`config.mk`:
```
export PLATFORM = sky130hd
export DESIGN_NAME = nghr_queue
export DESIGN_NICKNAME = d
export VERILOG_FILES = /design/src/hdl/nghr_pkg.sv /design/src/hdl/nghr_queue.sv
export SDC_FILE = /design/constraint.sdc
export NUM_CORES = 1
export LEC_CHECK = 0
export ABC_AREA = 0
export BUFFER_PORTS_ARGS = -buffer_cell sky130_fd_sc_hd__buf_2
export CORE_MARGIN = 1.5
export CORE_UTILIZATION = 56
export DETAILED_ROUTE_END_ITERATION = 12
export GPL_ROUTABILITY_DRIVEN = 0
export HOLD_SLACK_MARGIN = 0.06
export PLACE_DENSITY = 0.84
export SYNTH_ARGS = -nofsm -noshare
export SYNTH_HDL_FRONTEND = slang
export SYNTH_SLANG_ARGS = --single-unit
```
`constraint.sdc`:
```
create_clock -name clk -period 6.25 [get_ports clk]
set_input_delay 1.25 -clock clk [delete_from_list [all_inputs] [get_ports clk]]
set_output_delay 1.25 -clock clk [all_outputs]
set_load 0.005 [all_outputs]
```
`src/hdl/nghr_pkg.sv`:
```
// Package: constants, types and register codes of the n-gram hash row addresser.
`default_nettype none
package nghr_pkg;

	localparam int NGRAM_ORDER     = 3;
	localparam int HEADS_PER_ORDER = 8;
	localparam int NUM_ORDERS      = NGRAM_ORDER - 1;
	localparam int PAST_DEPTH      = NGRAM_ORDER - 1;
	localparam int TABLE_DEPTH     = 16;
	localparam int TOTAL_HEADS     = (NUM_ORDERS * HEADS_PER_ORDER > TABLE_DEPTH) ?
		TABLE_DEPTH : NUM_ORDERS * HEADS_PER_ORDER;
	localparam int NUM_MULT        = 3;
	localparam int Q_DEPTH         = 2;

	localparam int TOK_W  = 32;
	localparam int MULT_W = 63;
	localparam int HASH_W = 64;
	localparam int MOD_W  = 32;
	localparam int OFF_W  = 40;
	localparam int ROW_W  = 41;
	localparam int HEAD_W = 4;
	localparam int CFG_W  = 63;
	localparam int IDX_W  = 2;

	// remainder unit: quotient bits per cycle and cycles per 64-bit dividend
	localparam int DIV_BITS   = 4;
	localparam int DIV_CYCLES = HASH_W / DIV_BITS;
	localparam int DIV_CW     = (DIV_CYCLES > 1) ? $clog2(DIV_CYCLES) : 1;

	localparam int JW = (NGRAM_ORDER > 1) ? $clog2(NGRAM_ORDER) : 1;
	localparam int PW = (PAST_DEPTH > 1) ? $clog2(PAST_DEPTH) : 1;
	localparam int OW = (NUM_ORDERS > 1) ? $clog2(NUM_ORDERS) : 1;
	localparam int GW = (HEADS_PER_ORDER > 1) ? $clog2(HEADS_PER_ORDER) : 1;
	localparam int QW = (Q_DEPTH > 1) ? $clog2(Q_DEPTH) : 1;
	localparam int QCW = $clog2(Q_DEPTH + 1);

	typedef enum logic [IDX_W-1:0] {
		REG_END_TOKEN = 2'd0,
		REG_MULT_0    = 2'd1,
		REG_MULT_1    = 2'd2,
		REG_MULT_2    = 2'd3
	} reg_idx_t;

	typedef enum logic [2:0] {F_IDLE, F_LOAD, F_MLO, F_MHI, F_ACC} front_state_t;
	typedef enum logic [1:0] {B_IDLE, B_START, B_DIV, B_OUT} back_state_t;

	typedef struct packed {
		logic [HASH_W-1:0] hash;
		logic [OW-1:0]     ord;
	} q_entry_t;

	typedef struct packed {
		logic              en;
		logic [HEAD_W-1:0] sel;
		logic [MOD_W-1:0]  modulus;
		logic [OFF_W-1:0]  offset;
	} tbl_wr_t;

	typedef struct packed {
		logic idle;
	} back_stat_t;

endpackage
`default_nettype wire

```
`src/hdl/nghr_queue.sv`:
```
// Module: short request queue between the hash front end and the row back end.
`default_nettype none
module nghr_queue (
	input  wire logic              clk,
	input  wire logic              arst_n,
	input  wire logic              wr_en,
	input  wire nghr_pkg::q_entry_t wr_data,
	input  wire logic              rd_en,
	output nghr_pkg::q_entry_t     rd_data,
	output logic                   q_full,
	output logic                   q_empty
);
	nghr_pkg::q_entry_t                mem_q [nghr_pkg::Q_DEPTH];
	logic [nghr_pkg::QW-1:0]           wptr_q, rptr_q;
	logic [nghr_pkg::QCW-1:0]          cnt_q;

	assign q_full  = (cnt_q == nghr_pkg::QCW'(nghr_pkg::Q_DEPTH));
	assign q_empty = (cnt_q == '0);
	assign rd_data = mem_q[rptr_q];

	always_ff @(posedge clk) begin
		if (wr_en) begin
			mem_q[wptr_q] <= wr_data;
		end
	end

	always_ff @(posedge clk or negedge arst_n) begin
		if (!arst_n) begin
			wptr_q <= '0;
			rptr_q <= '0;
			cnt_q  <= '0;
		end else begin
			if (wr_en) begin
				wptr_q <= (wptr_q == nghr_pkg::QW'(nghr_pkg::Q_DEPTH - 1)) ? '0 : wptr_q + 1'b1;
			end
			if (rd_en) begin
				rptr_q <= (rptr_q == nghr_pkg::QW'(nghr_pkg::Q_DEPTH - 1)) ? '0 : rptr_q + 1'b1;
			end
			cnt_q <= cnt_q + nghr_pkg::QCW'(wr_en) - nghr_pkg::QCW'(rd_en);
		end
	end
endmodule
`default_nettype wire

```
# Yosys cells after proc, flatten, opt, wreduce, memory -nomap -nowiden
# Memories as Yosys holds them, arrays and structs flattened.
# Cells that the tools add are included.
# word_totals
register_bits,4
latch_bits,0
ramBits,130
romBits,0
elab_cells,14
mem_count,1
# op_classes
addsub,4
n_mul,0
div,0
order_cmp,0
eq_ne,1
shifts,0
n_mux,4
bitwise_logic,0
n_reduce_logical,1
# memory_table
memory,words,width,rd,rd_clocked_by_memory_dff,wr,line_no,source
mem_q,2,65,1,0,1,nghr_queue.sv:13,nghr_pkg::q_entry_t mem_q [nghr_pkg::Q_DEPTH];
# ops
operator,n
$mux 1,4
$add 1x1->1 const B,2
$add 2x1->2,1
$eq 2x2->1 const B,1
$logic_not 2->1,1
$sub 2x1->2,1

# Longest topological paths before layout
# Gate-level depths: netlist of run 1.
# depth
ltp_word,2
ltp_mapped,5

# Worst setup path after synthesis of run 1
# OpenSTA, ideal clock, no wires.
# synth_timing
kind,in2reg
start,input port wr_en
end,memory mem_q[0][0] (netlist name) (enable)
setup_time_ps,496
arrival_time_ps,4107
path_slack_ps,1647
stages,1
path_buffers,0
cell_sequence,nor2b_1
# synth_via
elab_chain_cells,2
# synth_rtl
item,line_no,source
from (decl),nghr_queue.sv:6,"input wire logic wr_en,"
$mux 1,nghr_queue.sv:22,if (wr_en) begin
$mux 1 (implied by the code),nghr_queue.sv:23,mem_q[wptr_q] <= wr_data;
to (decl),nghr_queue.sv:13,
# No other way between the ends.

==> results of run 1 <==
-- state kept, by name, summed over array words and instances, names as in the netlist --
name    count
mem_q     130
cnt_q       2
rptr_q      1
wptr_q      1
-- synth_stat cells (all sizes together) --
master and instances:
nor2b 2, xor3 1, inv 2, edfxtp 130, nor2 1, and2 1, dfrtp 4, ha 2
buf 7, xor2 2, mux2 65
-- power groups by stage --
stage	Sequential [mW]	Clock [mW]	Combinational (mW)
2_1_floorplan	1.26	0	0.534
3_3_place_gp	1.35	0	0.672
3_5_place_dp	1.37	0	0.685
4_1_cts	1.35	1.05	0.692
5_1_grt	1.37	1.09	0.733
6_report	1.34	1.04	0.678
-- layer usage --
| metal | global-route usage [%] | up-vias | share of wire (%) |
|---|---|---|---|
| li1 | - | 1158 | - |
| met1 | 20.7 | 1216 | 39 |
| met3 | 8.09 | 11 | 8.5 |
| met5 | 0 | - | 0 |
| met4 | 5.93 | 0 | 0.90 |
| met2 | 30.5 | 107 | 51 |
-- final cells by class --
type / count / area, sq um
Tap cell: 108 / 135
Timing Repair Buffer: 137 / 691
Clock buffer: 18 / 418
Fill cell: 533 / 2280
Sequential cell: 134 / 4010
Inverter: 2 / 7.51
Multi-Input combinational cell: 74 / 980
Clock inverter: 12 / 204
-- path summary, 6_finish.rpt --
| check | from | end | slack [ns] |
|---|---|---|---|
| worst min register to register | wptr_q$_DFFE_PN0P_ | wptr_q$_DFFE_PN0P_ | 0.56 |
| max in group asynchronous | arst_n | rptr_q$_DFFE_PN0P_ | 5.56 |
| min in group clk | wptr_q$_DFFE_PN0P_ | wptr_q$_DFFE_PN0P_ | 0.56 |
| worst max register to register | wptr_q$_DFFE_PN0P_ | mem_q[0][13]$_DFFE_PP_ | 4.30 |
| worst max-delay path | rptr_q$_DFFE_PN0P_ | rd_data[1] | 2.78 |
| worst min-delay path | arst_n | cnt_q[1]$_DFF_PN0_ | 0.55 |
-- worst reg2reg max path: cells and delay by family, from the launching register on --
family	cells	cell delay (ns)
buf+inv	1	0.61
simple gates	1	0.53
flops	1	0.42
-- per-stage QoR --
stage,util [%],std cells,area (sq um),power [mW]
finish,73.9,485,6440,3.06
global route,73.9,485,6440,3.19
CTS,73.9,485,6440,3.09
detailed placement,66.7,455,5820,2.05
global placement,66.7,455,5820,2.02
floorplan,-,217,5050,1.79
-- cells by family (layout without fill, tap and decap cells) --
kind of cell / after synthesis / in the layout / share of synthesized area [%]
flops: 134 / 134 / 79.3
xor+xnor: 3 / 3 / 0.818
fa+ha+maj: 2 / 2 / 0.496
mux: 65 / 65 / 17.5
buf+inv: 9 / 169 / 1.46
simple gates: 4 / 4 / 0.446
==> run_results.csv, run 1 <==
group,metric,value,unit
global_routing,grt_pass1_wl,12.9,mm
floorplan,ioPinCount,136,
sta,setup_viol,0,
power_and_ir_drop,ir_drop,0.000314,V
clock_network,post_cts_resized,0,
worst_setup_path,crit_type,"flip-flop to output port",
clock_network,cts_setup_buffers,0,
status,outcome,"completed",
sta,worst_pin_slew,1.08,ns
floorplan,start_util,57.9,%
routing,ant_nets,0,
sta,max_freq,0.288,GHz
power_and_ir_drop,power_frac_comb,22.2,%
power_and_ir_drop,p_leak,2.59,nW
clock_network,worstSkewPairLatency,0.51,ns
global_routing,grt_max_degree,67,
power_and_ir_drop,p_sw,0.753,mW
floorplan,die_y,98.0,um
worst_setup_path,path_delay_family,"flip-flops",
synthesis,ys_seq_area_share,79.3,%
clock_network,cts_inserted_buffers,17,
clock_network,cts_max_level,4,
power_and_ir_drop,internal_power,2.30,mW
power_and_ir_drop,p_per_area,475,nW/um^2
synthesis,ys_ff_latch,134,
routing,wl_per_cell,17.3,um
clock_network,cts-root-buf,"clkbuf_8",
placement,place_ws,3.25,ns
global_routing,grt_antenna_before_repair,0,
power_and_ir_drop,p_seq_share,44.0,%
routing,vias,2492,
worst_setup_path,slowest_stage,"dfrtp_4",
routing,drtIter0Drc,143,
floorplan,core,8720,sq um
sta,hold_violations,0,
clock_network,cts_tree,"built",
sta,slew_viol_final,0,
worst_setup_path,worstSetupEndpointType,"output port",
routing,drc,0,
sta,relSlewSlack,27.9,%
synthesis,synth_area_per_cell,23.3,sq um
clock_network,ctsHoldBuffers,0,
cells_and_area,drive_above_1_share,62.1,%
synthesis,synth_largest_area_cell,"edfxtp_1",
job,maxCapViolCount,0,
global_routing,grt_pass1_vias,2625,
sta,clock_skew,0.00759,ns
global_routing,grt_util_all_layers,18.1,%
floorplan,dieWidth,98.0,um
synthesis,synth_nets,288,
global_routing,grt.overflow.total,0,
worst_setup_path,required,5.00,ns
power_and_ir_drop,swShare,24.6,%
synthesis,synth_cells,217,
floorplan,dieArea,9590,sq um
sta,holdWs,0.548,ns
worst_setup_path,cp_num_buf_inv,1,
routing,dr.pass1.iters,4,
worst_setup_path,cp.arrival,2.22,ns
clock_network,clock_tree.buffer_depth,2,
sta,rsz0062_at_grt,"no",
worst_setup_path,path_max_fanout,66,
synthesis,synth_top_area_share,77.3,%
cells_and_area,nets,437,
cells_and_area,layout_commonest_cell,"buf_2",
routing,via_per_inst,5.14,
sta,finalWorstSetupSlack,2.78,ns
worst_setup_path,critPathMaxStageDelay,1.14,ns
cells_and_area,layout_common_cells,"135 x buf_2, 130 x edfxtp_1, 40 x mux2_4",
floorplan,floorplan.rows,34,
placement,portBuffers,135,
cells_and_area,syn_to_final_growth,27.6,%
synthesis,synth.cell_area,5050,sq um
worst_setup_path,r2r_cells,2,
power_and_ir_drop,p_clk_share,33.9,%
synthesis,yosysWarnings,0,
synthesis,yosys-top-cells-area,"edfxtp_1 77%, mux2_4 12%, mux2_2 5.6%",
routing,routed_wl,8.40,mm
clock_network,path_clk_slew,0.06,ns
worst_setup_path,cp.depth,2,
cells_and_area,antenna_cells,0,
worst_setup_path,critPathLaunchType,"flip-flop",
sta,fin_crit_sh,55.6,%
clock_network,cts.sinks,134,
worst_setup_path,crit_chain,"mux2_2 > buf_2",
synthesis,synth.distinct_cells,13,
sta,layout_min_cycle_time,3.47,ns
hold_path,hold_class,"input port to async pin",
sta,fin_tns_setup,0,ns
Note: power is estimated with default switching activity, not from simulation.
==> inputs of run 2 (changes only) <==
Settings changed: CORE_UTILIZATION 56 to 47, PLACE_DENSITY 0.84 to 0.75.
Clock period 6.25 ns to 2.9 ns, I/O delays scaled along.
==> run 2 against run 1 <==
Register-to-register slack got worse by 3.0 ns. Worst hold slack got worse by 0.28 ns. Flip-flop and latch count unchanged. Global-route usage decreased by 2.9 points. Critical path type unchanged.
==> run_results.csv, run 2 (same netlist as run 1, synthesis figures left out) <==
group,metric,value,unit
cells_and_area,nets,441,
cells_and_area,layout_commonest_cell,"buf_2",
global_routing,grt.overflow.total,0,
cells_and_area,utilization,62.4,%
clock_network,cts_max_level,4,
global_routing,grt_pass1_wl,12.8,mm
sta,holdWs,0.266,ns
routing,routed_wl,8.26,mm
floorplan,core,10400,sq um
cells_and_area,drive_above_1_share,61.8,%
routing,vias,2491,
sta,fin_crit_sh,88.8,%
global_routing,grt_util_all_layers,15.2,%
power_and_ir_drop,p_per_area,983,nW/um^2
sta,slew_viol_final,0,
routing,wl_per_cell,15.9,um
worst_setup_path,critPathMaxStageDelay,0.60,ns
placement,post_dp_cell_area,5900,sq um
power_and_ir_drop,p_leak,2.59,nW
cells_and_area,regMostFlops,"mem_q",
floorplan,dieWidth,107,um
floorplan,dieArea,11400,sq um
clock_network,cts.sinks,134,
sta,relSlewSlack,62.5,%
global_routing,grt_antenna_before_repair,0,
clock_network,post_cts_resized,0,
floorplan,die_y,107,um
placement,detailed_place_hpwl,5.35,mm
worst_setup_path,crit_chain,"buf_4 > mux2_2 > buf_2",
floorplan,ioPinCount,136,
worst_setup_path,cp_num_buf_inv,2,
floorplan,floorplan.rows,37,
cells_and_area,antenna_cells,0,
clock_network,clock_tree.buffer_depth,2,
placement,portBuffers,135,
clock_network,worstSkewPairLatency,0.50,ns
sta,fin_tns_setup,0,ns
sta,hold_violations,0,
worst_setup_path,path_delay_family,"flip-flops",
sta,clock_skew,0.00490,ns
worst_setup_path,cp.arrival,2.00,ns
worst_setup_path,critPathLaunchType,"flip-flop",
sta,finalWorstSetupSlack,0.324,ns
routing,dr.pass1.iters,4,
worst_setup_path,path_max_fanout,19,
clock_network,path_clk_slew,0.06,ns
sta,rsz0062_at_grt,"no",
floorplan,start_util,48.7,%
cells_and_area,largest_reg_flops,130,
global_routing,grt_max_degree,40,
clock_network,cts_setup_buffers,0,
routing,drtIter0Drc,69,
clock_network,cts_tree,"built",
hold_path,hold_class,"input port to flip-flop",
job,maxCapViolCount,0,
worst_setup_path,required,2.32,ns
placement,place_inst,486,
routing,via_per_inst,4.81,
placement,place_ws,0.835,ns
worst_setup_path,worstSetupEndpointType,"output port",
clock_network,cts-root-buf,"clkbuf_8",
cells_and_area,postLayoutCellArea,6470,sq um
routing,ant_nets,0,
power_and_ir_drop,ir_drop,0.000503,V
clock_network,cts_inserted_buffers,17,
cells_and_area,layout_common_cells,"135 x buf_2, 130 x edfxtp_1, 40 x mux2_4",
sta,max_freq,0.388,GHz
sta,setup_viol,0,
routing,drc,0,
sta,layout_min_cycle_time,2.58,ns
global_routing,grt_pass1_vias,2621,
cells_and_area,top_regs,"mem_q: 130 flops, cnt_q: 2 flops",
worst_setup_path,slowest_stage,"dfrtp_4",
cells_and_area,final_cells,518,
cells_and_area,syn_to_final_growth,28.1,%
status,outcome,"completed",
sta,worst_pin_slew,0.563,ns
power_and_ir_drop,power.total,6.36,mW
worst_setup_path,crit_type,"flip-flop to output port",
## run 2: final timing paths
| check | from | slack [ns] | depth (start not counted) | to |
|---|---|---|---|---|
| min reg2reg | wptr_q$_DFFE_PN0P_ | 0.60 | 1 | wptr_q$_DFFE_PN0P_ |
| min | wr_data[46] | 0.27 | 1 | mem_q[1][46]$_DFFE_PP_ |
| min in group asynchronous | arst_n | 0.43 | 2 | cnt_q[0]$_DFF_PN0_ |
| max reg2reg | wptr_q$_DFFE_PN0P_ | 1.31 | 2 | mem_q[1][59]$_DFFE_PP_ |
| max | rptr_q$_DFFE_PN0P_ | 0.32 | 3 | rd_data[57] |
| max in group asynchronous | arst_n | 2.34 | 2 | rptr_q$_DFFE_PN0P_ |
## run 2: report_power, final
group,internal [mW],switching [mW],total (mW)
logic,0.944,0.714,1.66
registers,2.58,0.154,2.73
clock network,1.21,0.758,1.97
## run 2: layout make-up
cell class	instances	area, sq um
sequential	134	4010
fill	764	3900
tap	136	170
inverter	2	7.51
multi-input combinational	74	981
clock buffer	18	418
clock inverter	13	134
timing repair buffer	141	748
## run 2: repair_timing
action | in CTS | in global routing
endpoints found under the setup margin | 0 | 0
endpoints found under the hold margin | 4 | 0
hold buffers | 1 | 0
## run 2: metal layers
metal,part of all wire (%),track usage (%)
met5,0,0
met4,1.1,4.19
met3,7.2,6.08
met2,50,25.5
met1,42,18.1
