===== src/hdl/nghr_pkg.sv =====
// Package: constants, types and register codes of the n-gram hash row addresser.
`default_nettype none
package nghr_pkg;

	localparam int NGRAM_ORDER     = 3;
	localparam int HEADS_PER_ORDER = 8;
	localparam int NUM_ORDERS      = NGRAM_ORDER - 1;
	localparam int PAST_DEPTH      = NGRAM_ORDER - 1;
	localparam int TABLE_DEPTH     = 16;
	localparam int TOTAL_HEADS     = (NUM_ORDERS * HEADS_PER_ORDER > TABLE_DEPTH) ?
		TABLE_DEPTH : NUM_ORDERS * HEADS_PER_ORDER;
	localparam int NUM_MULT        = 3;
	localparam int Q_DEPTH         = 2;

	localparam int TOK_W  = 32;
	localparam int MULT_W = 63;
	localparam int HASH_W = 64;
	localparam int MOD_W  = 32;
	localparam int OFF_W  = 40;
	localparam int ROW_W  = 41;
	localparam int HEAD_W = 4;
	localparam int CFG_W  = 63;
	localparam int IDX_W  = 2;

	// remainder unit: quotient bits per cycle and cycles per 64-bit dividend
	localparam int DIV_BITS   = 4;
	localparam int DIV_CYCLES = HASH_W / DIV_BITS;
	localparam int DIV_CW     = (DIV_CYCLES > 1) ? $clog2(DIV_CYCLES) : 1;

	localparam int JW = (NGRAM_ORDER > 1) ? $clog2(NGRAM_ORDER) : 1;
	localparam int PW = (PAST_DEPTH > 1) ? $clog2(PAST_DEPTH) : 1;
	localparam int OW = (NUM_ORDERS > 1) ? $clog2(NUM_ORDERS) : 1;
	localparam int GW = (HEADS_PER_ORDER > 1) ? $clog2(HEADS_PER_ORDER) : 1;
	localparam int QW = (Q_DEPTH > 1) ? $clog2(Q_DEPTH) : 1;
	localparam int QCW = $clog2(Q_DEPTH + 1);

	typedef enum logic [IDX_W-1:0] {
		REG_END_TOKEN = 2'd0,
		REG_MULT_0    = 2'd1,
		REG_MULT_1    = 2'd2,
		REG_MULT_2    = 2'd3
	} reg_idx_t;

	typedef enum logic [2:0] {F_IDLE, F_LOAD, F_MLO, F_MHI, F_ACC} front_state_t;
	typedef enum logic [1:0] {B_IDLE, B_START, B_DIV, B_OUT} back_state_t;

	typedef struct packed {
		logic [HASH_W-1:0] hash;
		logic [OW-1:0]     ord;
	} q_entry_t;

	typedef struct packed {
		logic              en;
		logic [HEAD_W-1:0] sel;
		logic [MOD_W-1:0]  modulus;
		logic [OFF_W-1:0]  offset;
	} tbl_wr_t;

	typedef struct packed {
		logic idle;
	} back_stat_t;

endpackage
`default_nettype wire


===== src/hdl/nghr_back.sv =====
// Module: back end; head tables, iterative 64-by-32 remainder and result register.
`default_nettype none
module nghr_back (
	input  wire logic                          clk,
	input  wire logic                          arst_n,
	input  wire nghr_pkg::tbl_wr_t             tbl_wr,
	input  wire logic                          q_empty,
	input  wire nghr_pkg::q_entry_t            q_data,
	output logic                               q_rd,
	output nghr_pkg::back_stat_t               back_stat,
	output logic                               out_valid,
	input  wire logic                          pop,
	output logic [nghr_pkg::ROW_W-1:0]         row,
	output logic [nghr_pkg::HEAD_W-1:0]        head,
	output logic                               last
);
	nghr_pkg::back_state_t               state_q, state_d;
	logic [nghr_pkg::MOD_W-1:0]          mod_tab [nghr_pkg::TABLE_DEPTH];
	logic [nghr_pkg::OFF_W-1:0]          off_tab [nghr_pkg::TABLE_DEPTH];
	logic [nghr_pkg::HASH_W-1:0]         ent_hash_q, div_q, div_d;
	logic [nghr_pkg::OW-1:0]             ord_q;
	logic [nghr_pkg::GW-1:0]             g_q;
	logic [nghr_pkg::MOD_W-1:0]          dmod_q, rem_q, rem_fin;
	logic [nghr_pkg::MOD_W:0]            rem_d;
	logic [nghr_pkg::OFF_W-1:0]          doff_q;
	logic [nghr_pkg::DIV_CW-1:0]         cnt_q;
	logic [nghr_pkg::HEAD_W-1:0]         h;
	logic                                h_last, ord_done, out_wr, out_valid_q, div_end;

	assign h = nghr_pkg::HEAD_W'(int'(ord_q) * nghr_pkg::HEADS_PER_ORDER + int'(g_q));
	assign h_last   = (h == nghr_pkg::HEAD_W'(nghr_pkg::TOTAL_HEADS - 1));
	assign ord_done = h_last || (g_q == nghr_pkg::GW'(nghr_pkg::HEADS_PER_ORDER - 1));
	assign back_stat.idle = (state_q == nghr_pkg::B_IDLE) && q_empty;
	assign out_valid = out_valid_q;
	assign rem_fin  = (dmod_q == '0) ? '0 : rem_q;
	assign div_end  = (cnt_q == nghr_pkg::DIV_CW'(nghr_pkg::DIV_CYCLES - 1));

	// restoring division, four quotient bits a cycle
	always_comb begin
		rem_d = {1'b0, rem_q};
		div_d = div_q;
		for (int k = 0; k < nghr_pkg::DIV_BITS; k++) begin
			rem_d = {rem_d[nghr_pkg::MOD_W-1:0], div_d[nghr_pkg::HASH_W-1]};
			div_d = {div_d[nghr_pkg::HASH_W-2:0], 1'b0};
			if (rem_d >= {1'b0, dmod_q}) begin
				rem_d = rem_d - {1'b0, dmod_q};
			end
		end
	end

	always_comb begin
		state_d = state_q;
		q_rd    = 1'b0;
		out_wr  = 1'b0;
		unique case (state_q)
			nghr_pkg::B_IDLE: begin
				if (!q_empty) begin
					q_rd    = 1'b1;
					state_d = nghr_pkg::B_START;
				end
			end
			nghr_pkg::B_START: state_d = nghr_pkg::B_DIV;
			nghr_pkg::B_DIV: begin
				if (div_end) begin
					state_d = nghr_pkg::B_OUT;
				end
			end
			nghr_pkg::B_OUT: begin
				if (!out_valid_q || pop) begin
					out_wr  = 1'b1;
					state_d = ord_done ? nghr_pkg::B_IDLE : nghr_pkg::B_START;
				end
			end
			default: state_d = nghr_pkg::B_IDLE;
		endcase
	end

	always_ff @(posedge clk or negedge arst_n) begin
		if (!arst_n) begin
			state_q     <= nghr_pkg::B_IDLE;
			out_valid_q <= 1'b0;
		end else begin
			state_q <= state_d;
			if (out_wr) begin
				out_valid_q <= 1'b1;
			end else if (pop) begin
				out_valid_q <= 1'b0;
			end
		end
	end

	always_ff @(posedge clk) begin
		if (tbl_wr.en) begin
			mod_tab[tbl_wr.sel] <= tbl_wr.modulus;
			off_tab[tbl_wr.sel] <= tbl_wr.offset;
		end
		if (q_rd) begin
			ent_hash_q <= q_data.hash;
			ord_q      <= q_data.ord;
			g_q        <= '0;
		end
		if (state_q == nghr_pkg::B_START) begin
			div_q  <= ent_hash_q;
			rem_q  <= '0;
			cnt_q  <= '0;
			dmod_q <= mod_tab[h];
			doff_q <= off_tab[h];
		end
		if (state_q == nghr_pkg::B_DIV) begin
			div_q <= div_d;
			rem_q <= rem_d[nghr_pkg::MOD_W-1:0];
			cnt_q <= cnt_q + 1'b1;
		end
		if (out_wr) begin
			row  <= {9'd0, rem_fin} + {1'b0, doff_q};
			head <= h;
			last <= h_last;
			g_q  <= g_q + 1'b1;
		end
	end

`ifndef SYNTHESIS
	a_no_overwrite: assert property (@(posedge clk) disable iff (!arst_n)
		out_wr |-> (!out_valid_q || pop))
		else $error("result register overwritten");
	a_tbl_idle: assert property (@(posedge clk) disable iff (!arst_n)
		tbl_wr.en |-> (state_q == nghr_pkg::B_IDLE && q_empty))
		else $error("head table written while rows pending");
	a_rem_range: assert property (@(posedge clk) disable iff (!arst_n)
		(state_q == nghr_pkg::B_DIV && dmod_q != '0) |-> (rem_q < dmod_q))
		else $error("partial remainder out of range");
	a_div_len: assert property (@(posedge clk) disable iff (!arst_n)
		(state_q == nghr_pkg::B_OUT && $past(state_q) == nghr_pkg::B_DIV) |->
		$past(div_end))
		else $error("remainder finished early");
`endif
endmodule
`default_nettype wire


===== config.mk =====
export PLATFORM = sky130hd
export DESIGN_NAME = nghr_back
export DESIGN_NICKNAME = d
export VERILOG_FILES = /design/src/hdl/nghr_pkg.sv /design/src/hdl/nghr_back.sv
export SDC_FILE = /design/constraint.sdc
export NUM_CORES = 2
export LEC_CHECK = 0
export ABC_AREA = 1
export BUFFER_PORTS_ARGS = -buffer_cell sky130_fd_sc_hd__buf_2
export CORE_AREA = 2 2 413 415
export CTS_BUF_LIST = sky130_fd_sc_hd__clkbuf_2 sky130_fd_sc_hd__clkbuf_4 sky130_fd_sc_hd__clkbuf_8
export CTS_CLUSTER_DIAMETER = 80
export DETAILED_ROUTE_END_ITERATION = 12
export DIE_AREA = 0 0 415 417
export PLACE_DENSITY_LB_ADDON = 0.1
export SLEW_MARGIN = 20
export SYNTH_ARGS = -nofsm -noshare
export SYNTH_HDL_FRONTEND = slang
export SYNTH_SLANG_ARGS = --single-unit

===== constraint.sdc =====
create_clock -name clk -period 7.8 [get_ports clk]
set_clock_uncertainty 0.1 [all_clocks]
set_input_delay 1.17 -clock clk [delete_from_list [all_inputs] [get_ports clk]]
set_output_delay 1.17 -clock clk [all_outputs]
set_load 0.05 [all_outputs]

[After elaboration in Yosys (flattened, before gate mapping)]
Memories as Yosys holds them, arrays and structs flattened. A register that Yosys moved wholly into a read port is not among the register bits.
Cells that the tools add are included.
Word-level totals
  register bits: 217
  bits in writable memories: 1152
  bits of input ports: 146
  output and inout port bits: 49
  logic and storage cells: 71
  memories: 2
Cells by class
  add/sub/neg operators: 8
  $lt $le $gt $ge: 4
  eq/ne operators: 9
  mux-type cells: 26
  reductions and logical operators: 10
Memories
  off_tab: words 16, bits a word 40, rd ports 1, clocked after memory_dff 1, write ports 1, RTL line nghr_back.sv:19  | logic [nghr_pkg::OFF_W-1:0] off_tab [nghr_pkg::TABLE_DEPTH];
  mod_tab: words 16, bits a word 32, rd ports 1, clocked after memory_dff 1, write ports 1, RTL line nghr_back.sv:18  | logic [nghr_pkg::MOD_W-1:0] mod_tab [nghr_pkg::TABLE_DEPTH];
Operator list (number)
  $mux W32: 7
  $ge A33 B32 Y1: 4
  $mux W64: 2
  $sub A32 B32 Y32: 4
  $add A32 B40 Y41: 1
  $logic_not A32 Y1: 1
  $mux W1: 9
  $eq A4 B4 Y1 const B: 2
  $mux W4: 2
  $pmux W2 S4: 1
  $mux W2: 3
  $mux W3: 2
  $ne A2 B2 Y1 const B: 3
  $reduce_bool A2 Y1: 3
  $add A4 B1 Y4 const B: 1
  $add A4 B3 Y4: 1
  $eq A2 B2 Y1 const B: 2
  $add A3 B1 Y3 const B: 1
  $eq A3 B3 Y1 const B: 1
  $reduce_and A3 Y1: 1
  $eq A2 B1 Y1 const B: 1
  $logic_not A2 Y1: 1
  $logic_or A1 B1 Y1: 2
  $logic_and A1 B1 Y1: 1
  $logic_not A1 Y1: 1

[Logic depth before layout (Yosys ltp)]
  depth after elaboration: 9
  mapped depth: 68
  depth with buffers taken out: 65

[Worst setup path before layout]
Ideal clock, no wire load.
  path kind: reg2reg
  start: register dmod_q[30] in the netlist's numbering (read register of mod_tab)
  end: register rem_q[22] in the netlist's numbering (data pin)
  setup time: 0.266 ns
  arrival time: 7.417 ns
  required time: 7.434 ns
  path slack: 0.017 ns
  stages on the path, launching flop included: 65
  buffers on the path: 3
  clock period less this slack: 7.783 ns
  cells stage by stage: edfxtp_1 -> inv_1 -> ha_1 -> nand2_1 -> nor2_1 -> nand2_1 -> nor2_4 -> inv_2 -> nor2_2 -> nand3_2 -> nand4_4 -> inv_2 -> buf_6 -> or2_2 -> o21ai_1 -> inv_1 -> ha_1 -> a21oi_1 -> [29 not listed] -> nand3_1 -> nand2_1 -> nand3_1 -> nand2_1 -> nand2_1 -> nand2_1 -> inv_1 -> o21ai_0 -> nand2_1 -> nand2_1 -> nand2_1 -> nand2_1 -> nand2_1 -> nand2_1 -> xnor2_1 -> nand2_1 -> nand2_1 -> nor2_1
Between the ends
  word-level cells in the longest chain between the ends: 9
  elaborated cells on any way between the ends: 13
  classes of those cells: 4 x add/sub; 4 x order compare; 5 x mux
Ends and longest elaborated chain
  from (decl): RTL line nghr_back.sv:23  | logic [nghr_pkg::MOD_W-1:0] dmod_q, rem_q, rem_fin;
  $sub A32 B32 Y32 or $ge A33 B32 Y1 (tied branches): RTL line nghr_back.sv:46, nghr_back.sv:45
  $mux W32: RTL line nghr_back.sv:45  | if (rem_d >= {1'b0, dmod_q}) begin
  $sub A32 B32 Y32 or $ge A33 B32 Y1 (tied branches): RTL line nghr_back.sv:46, nghr_back.sv:45
  $mux W32: RTL line nghr_back.sv:45
  $ge A33 B32 Y1 or $sub A32 B32 Y32 (tied branches): RTL line nghr_back.sv:45, nghr_back.sv:46
  $mux W32: RTL line nghr_back.sv:45
  $sub A32 B32 Y32 or $ge A33 B32 Y1 (tied branches): RTL line nghr_back.sv:46, nghr_back.sv:45
  $mux W32 (*): RTL line nghr_back.sv:45
  $mux W32 (*): RTL line nghr_back.sv:109  | if (state_q == nghr_pkg::B_DIV) begin
  to (signal assigned): RTL line nghr_back.sv:111  | rem_q <= rem_d[nghr_pkg::MOD_W-1:0];
  to (decl): RTL line nghr_back.sv:23
Every way passes the cells marked *; elsewhere a longest branch is shown, timed or not.
A chain may end at the register's enable or synchronous reset.

[Final worst setup path]
  start: register dmod_q[6] in the netlist's numbering (read register of mod_tab)
  end: register rem_q[2] in the netlist's numbering (data pin)
Same word-level chain as after synthesis.

==> flow_metrics.env <==
export IMPL_cts_sinks=1441
export IMPL_layout_nets=7173
export IMPL_fin_cells=9265
export IMPL_max_slew_margin_pct=29.9
export IMPL_crit_type="flop to flop"
export IMPL_layout_drive_gt1_share_pct=27.7
export IMPL_synth_cell_area_um2=67000
export IMPL_floorplan_die_height_um=417
export IMPL_wl_met1_um=96200
export IMPL_crit_top_cell="nand2_2"
export IMPL_final_cell_mix="1434 x edfxtp_1, 823 x buf_4, 747 x nand2_1, 590 x inv_1, 436 x o21ai_0"
export IMPL_hold_viol=0
export IMPL_rrSetupSlack_ns=-0.92
export IMPL_seq_area_frac_synth_pct=64.5
export IMPL_start_util_pct=39.8
export IMPL_drt_wl_total_um=216000
export IMPL_crit_slowest_cell="edfxtp_1"
export IMPL_detail_route_wl_per_cell_um=23.4
export IMPL_clk_latency_ns=0.95
export IMPL_r2r_end="rem_q[2]"
export IMPL_cts_root_buffer="clkbuf_8"
export IMPL_worstMarginPinSlew_ns=1.05
export IMPL_grtUsageTotal_pct=24.3
export IMPL_grt_max_degree=188
export IMPL_ys_ff_latch=1441
export IMPL_critical_path_max_stage_delay_ns=0.58
export IMPL_core_region_area_um2=169000
export IMPL_synthDistinctLibCells=53
export IMPL_drv_cap=0
export IMPL_endpoint_kind="flop"
export IMPL_cp_data_arrival_time_ns=9.23
export IMPL_clkTransAtPathRegs_ns=0.06
export IMPL_placed_cell_area_um2=76000
export IMPL_vias_per_cell=5.21
export IMPL_final_common_cell="edfxtp_1"
export IMPL_die_x_um=415
export IMPL_syn_nets=6123
export IMPL_top_layer_used="met5"
export IMPL_min_to="ord_q"
export IMPL_hpwl_um=136000
export IMPL_num_rows=151
export IMPL_drtIter0Drc=3619
export IMPL_failed_checks="setup timing"
export IMPL_gp_congestion=0.961
export IMPL_synth_warning_count=0
export IMPL_ctsHtreeMaxLevel=4
export IMPL_drc_errors=0
export IMPL_holdPathStages=1
export IMPL_design_area_um2=84200
export IMPL_setup_ws_ns=-0.922
export IMPL_cts_buffer_depth=3
export IMPL_cp_required_ns=8.31
export IMPL_boundaryPins=195
export IMPL_synthCells=5804
export IMPL_setup_viol=32
export IMPL_cp_start_kind="flop"
export IMPL_portBuffers=194
export IMPL_areaGrowthSynthToFinish_pct=25.7
export IMPL_antenna_found_initial=38
export IMPL_worstHoldStart="q_data[0]"
export IMPL_fmax_ghz=0.115
export IMPL_grt_pass1_vias=46796
export IMPL_wl_met3_um=10200
export IMPL_period_minus_slack_ns=8.72
export IMPL_slew_violations=0
export IMPL_r2r_cells=60
export IMPL_vias=48249
export IMPL_gr_total_overflow=0
export IMPL_cts_tree="yes"
export IMPL_run_status="finished with violations"
export IMPL_synth_avg_cell_area_um2=11.5
export IMPL_nFillCells=15167
export IMPL_hp_class="input port to flop"
export IMPL_grt_pass1_wl_um=311000
export IMPL_ant_nets=0
export IMPL_rsz0062_at_grt="true"
export IMPL_r2r_start="dmod_q[6]"
export IMPL_firstDrtPassIters=5
export IMPL_numCtsBuffers=234
export IMPL_die_area_um2=173000
export IMPL_preCtsSetupSlack_ns=-2.41
export IMPL_critPathMaxFanout=7
export IMPL_finalCritPeriodShare_pct=112
export IMPL_tns_ns=-28.18
export IMPL_placed_cells=8734
export IMPL_wl_met2_um=103000
## state kept, by name (all words and copies together) (netlist names)
signal and count:
cnt_q 4, div_q 64, dmod_q 32, doff_q 40
ent_hash_q 64, g_q 3, head 4, last 1
mod_tab 512, off_tab 640, ord_q 1, out_valid 1
rem_q 32, row 41, state_q 2
## worst max-delay path: cells and delay by family (launching register included)
family                   cells  cell delay [ns]
adder cells (fa/ha/maj)      4             0.99
AO/OA/AOI/OAI               11             1.85
AND/OR/NAND/NOR             30             3.22
buffers and inverters       15             1.62
flip-flops                   1             0.58
## how the worst max path moves through the flow
stage | startpoint | end | depth (start not counted)
floorplan | dmod_q[30] | rem_q[22] | 64
global placement | rem_q[21] | rem_q[17] | 49
detailed placement | rem_q[21] | rem_q[8] | 51
CTS | dmod_q[6] | rem_q[4] | 61
global route | rem_q[30] | rem_q[16] | 60
finish | dmod_q[6] | rem_q[2] | 60
## through the flow
step                      hold WS [ns]  utilization (%)
final                            0.311             50.0
after global routing             0.233             50.0
after CTS                        0.213             48.5
after detailed placement         0.372             45.1
after global placement           0.369             45.1
after floorplan                  0.347                -
## synthesized netlist by cell type, drive strengths merged
cell	count	area share (%)
o211ai	294	3.3
a21oi	477	3.6
a2111oi	1	0.013
buf	73	0.55
o2111ai	3	0.039
a21boi	8	0.090
o21ai	494	3.7
a211oi	2	0.022
dfrtp	3	0.11
and2	3	0.028
nor3	12	0.090
nand2	876	4.9
a31oi	12	0.11
nand4	29	0.30
nand3	255	2.0
xnor2	74	0.97
and3	1	0.0093
dfxtp	4	0.12
nor2	286	1.7
o21a	13	0.15
edfxtp	1434	64
o221a	1	0.017
o22ai	1	0.0093
inv	652	3.7
xor2	60	0.78
a41oi	2	0.026
nor4	24	0.22
mux2i	288	4.3
fa	5	0.15
or2	8	0.075
nand3b	9	0.10
a21o	14	0.16
o31ai	2	0.022
ha	168	3.1
a221oi	5	0.065
o211a	1	0.015
o21bai	21	0.24
clkbuf	188	1.1
o41ai	1	0.013
## cells by family after synthesis
group | share of synthesized area [%]
compound gates | 11.5
xor+xnor | 1.75
fa+ha+maj | 3.29
buf+inv | 5.26
flops | 64.5
mux | 4.30
simple gates | 9.37
## per-layer routing
metal / track usage (%) / up-vias
met5: 0 / -
met4: 7.89 / 16
met3: 3.55 / 355
met2: 40.0 / 1222
met1: 33.0 / 23788
li1: - / 22868
## layout make-up
| class | instances | area (um2) | area share (%) |
|---|---|---|---|
| sequential | 1441 | 43200 | 51.3 |
| multi-input combinational | 3450 | 23000 | 27.3 |
| timing repair buffer | 1075 | 8240 | 9.79 |
| clock buffer | 321 | 3880 | 4.61 |
| tap | 2218 | 2780 | 3.29 |
| inverter | 652 | 2470 | 2.94 |
| clock inverter | 97 | 627 | 0.744 |
| antenna | 11 | 27.5 | 0.0327 |
## repair_timing
action	in CTS	in global routing
hold endpoints to repair	3	0
pin swaps	35	114
gates cloned	7	9
gates resized for setup	190	424
hold buffers	1	0
setup endpoints to repair	32	32
buffers inserted	33	58
Power is left out: the tool's default activity adds up to more than one toggle a clock period on the data nets, which glitch-free logic cannot reach.
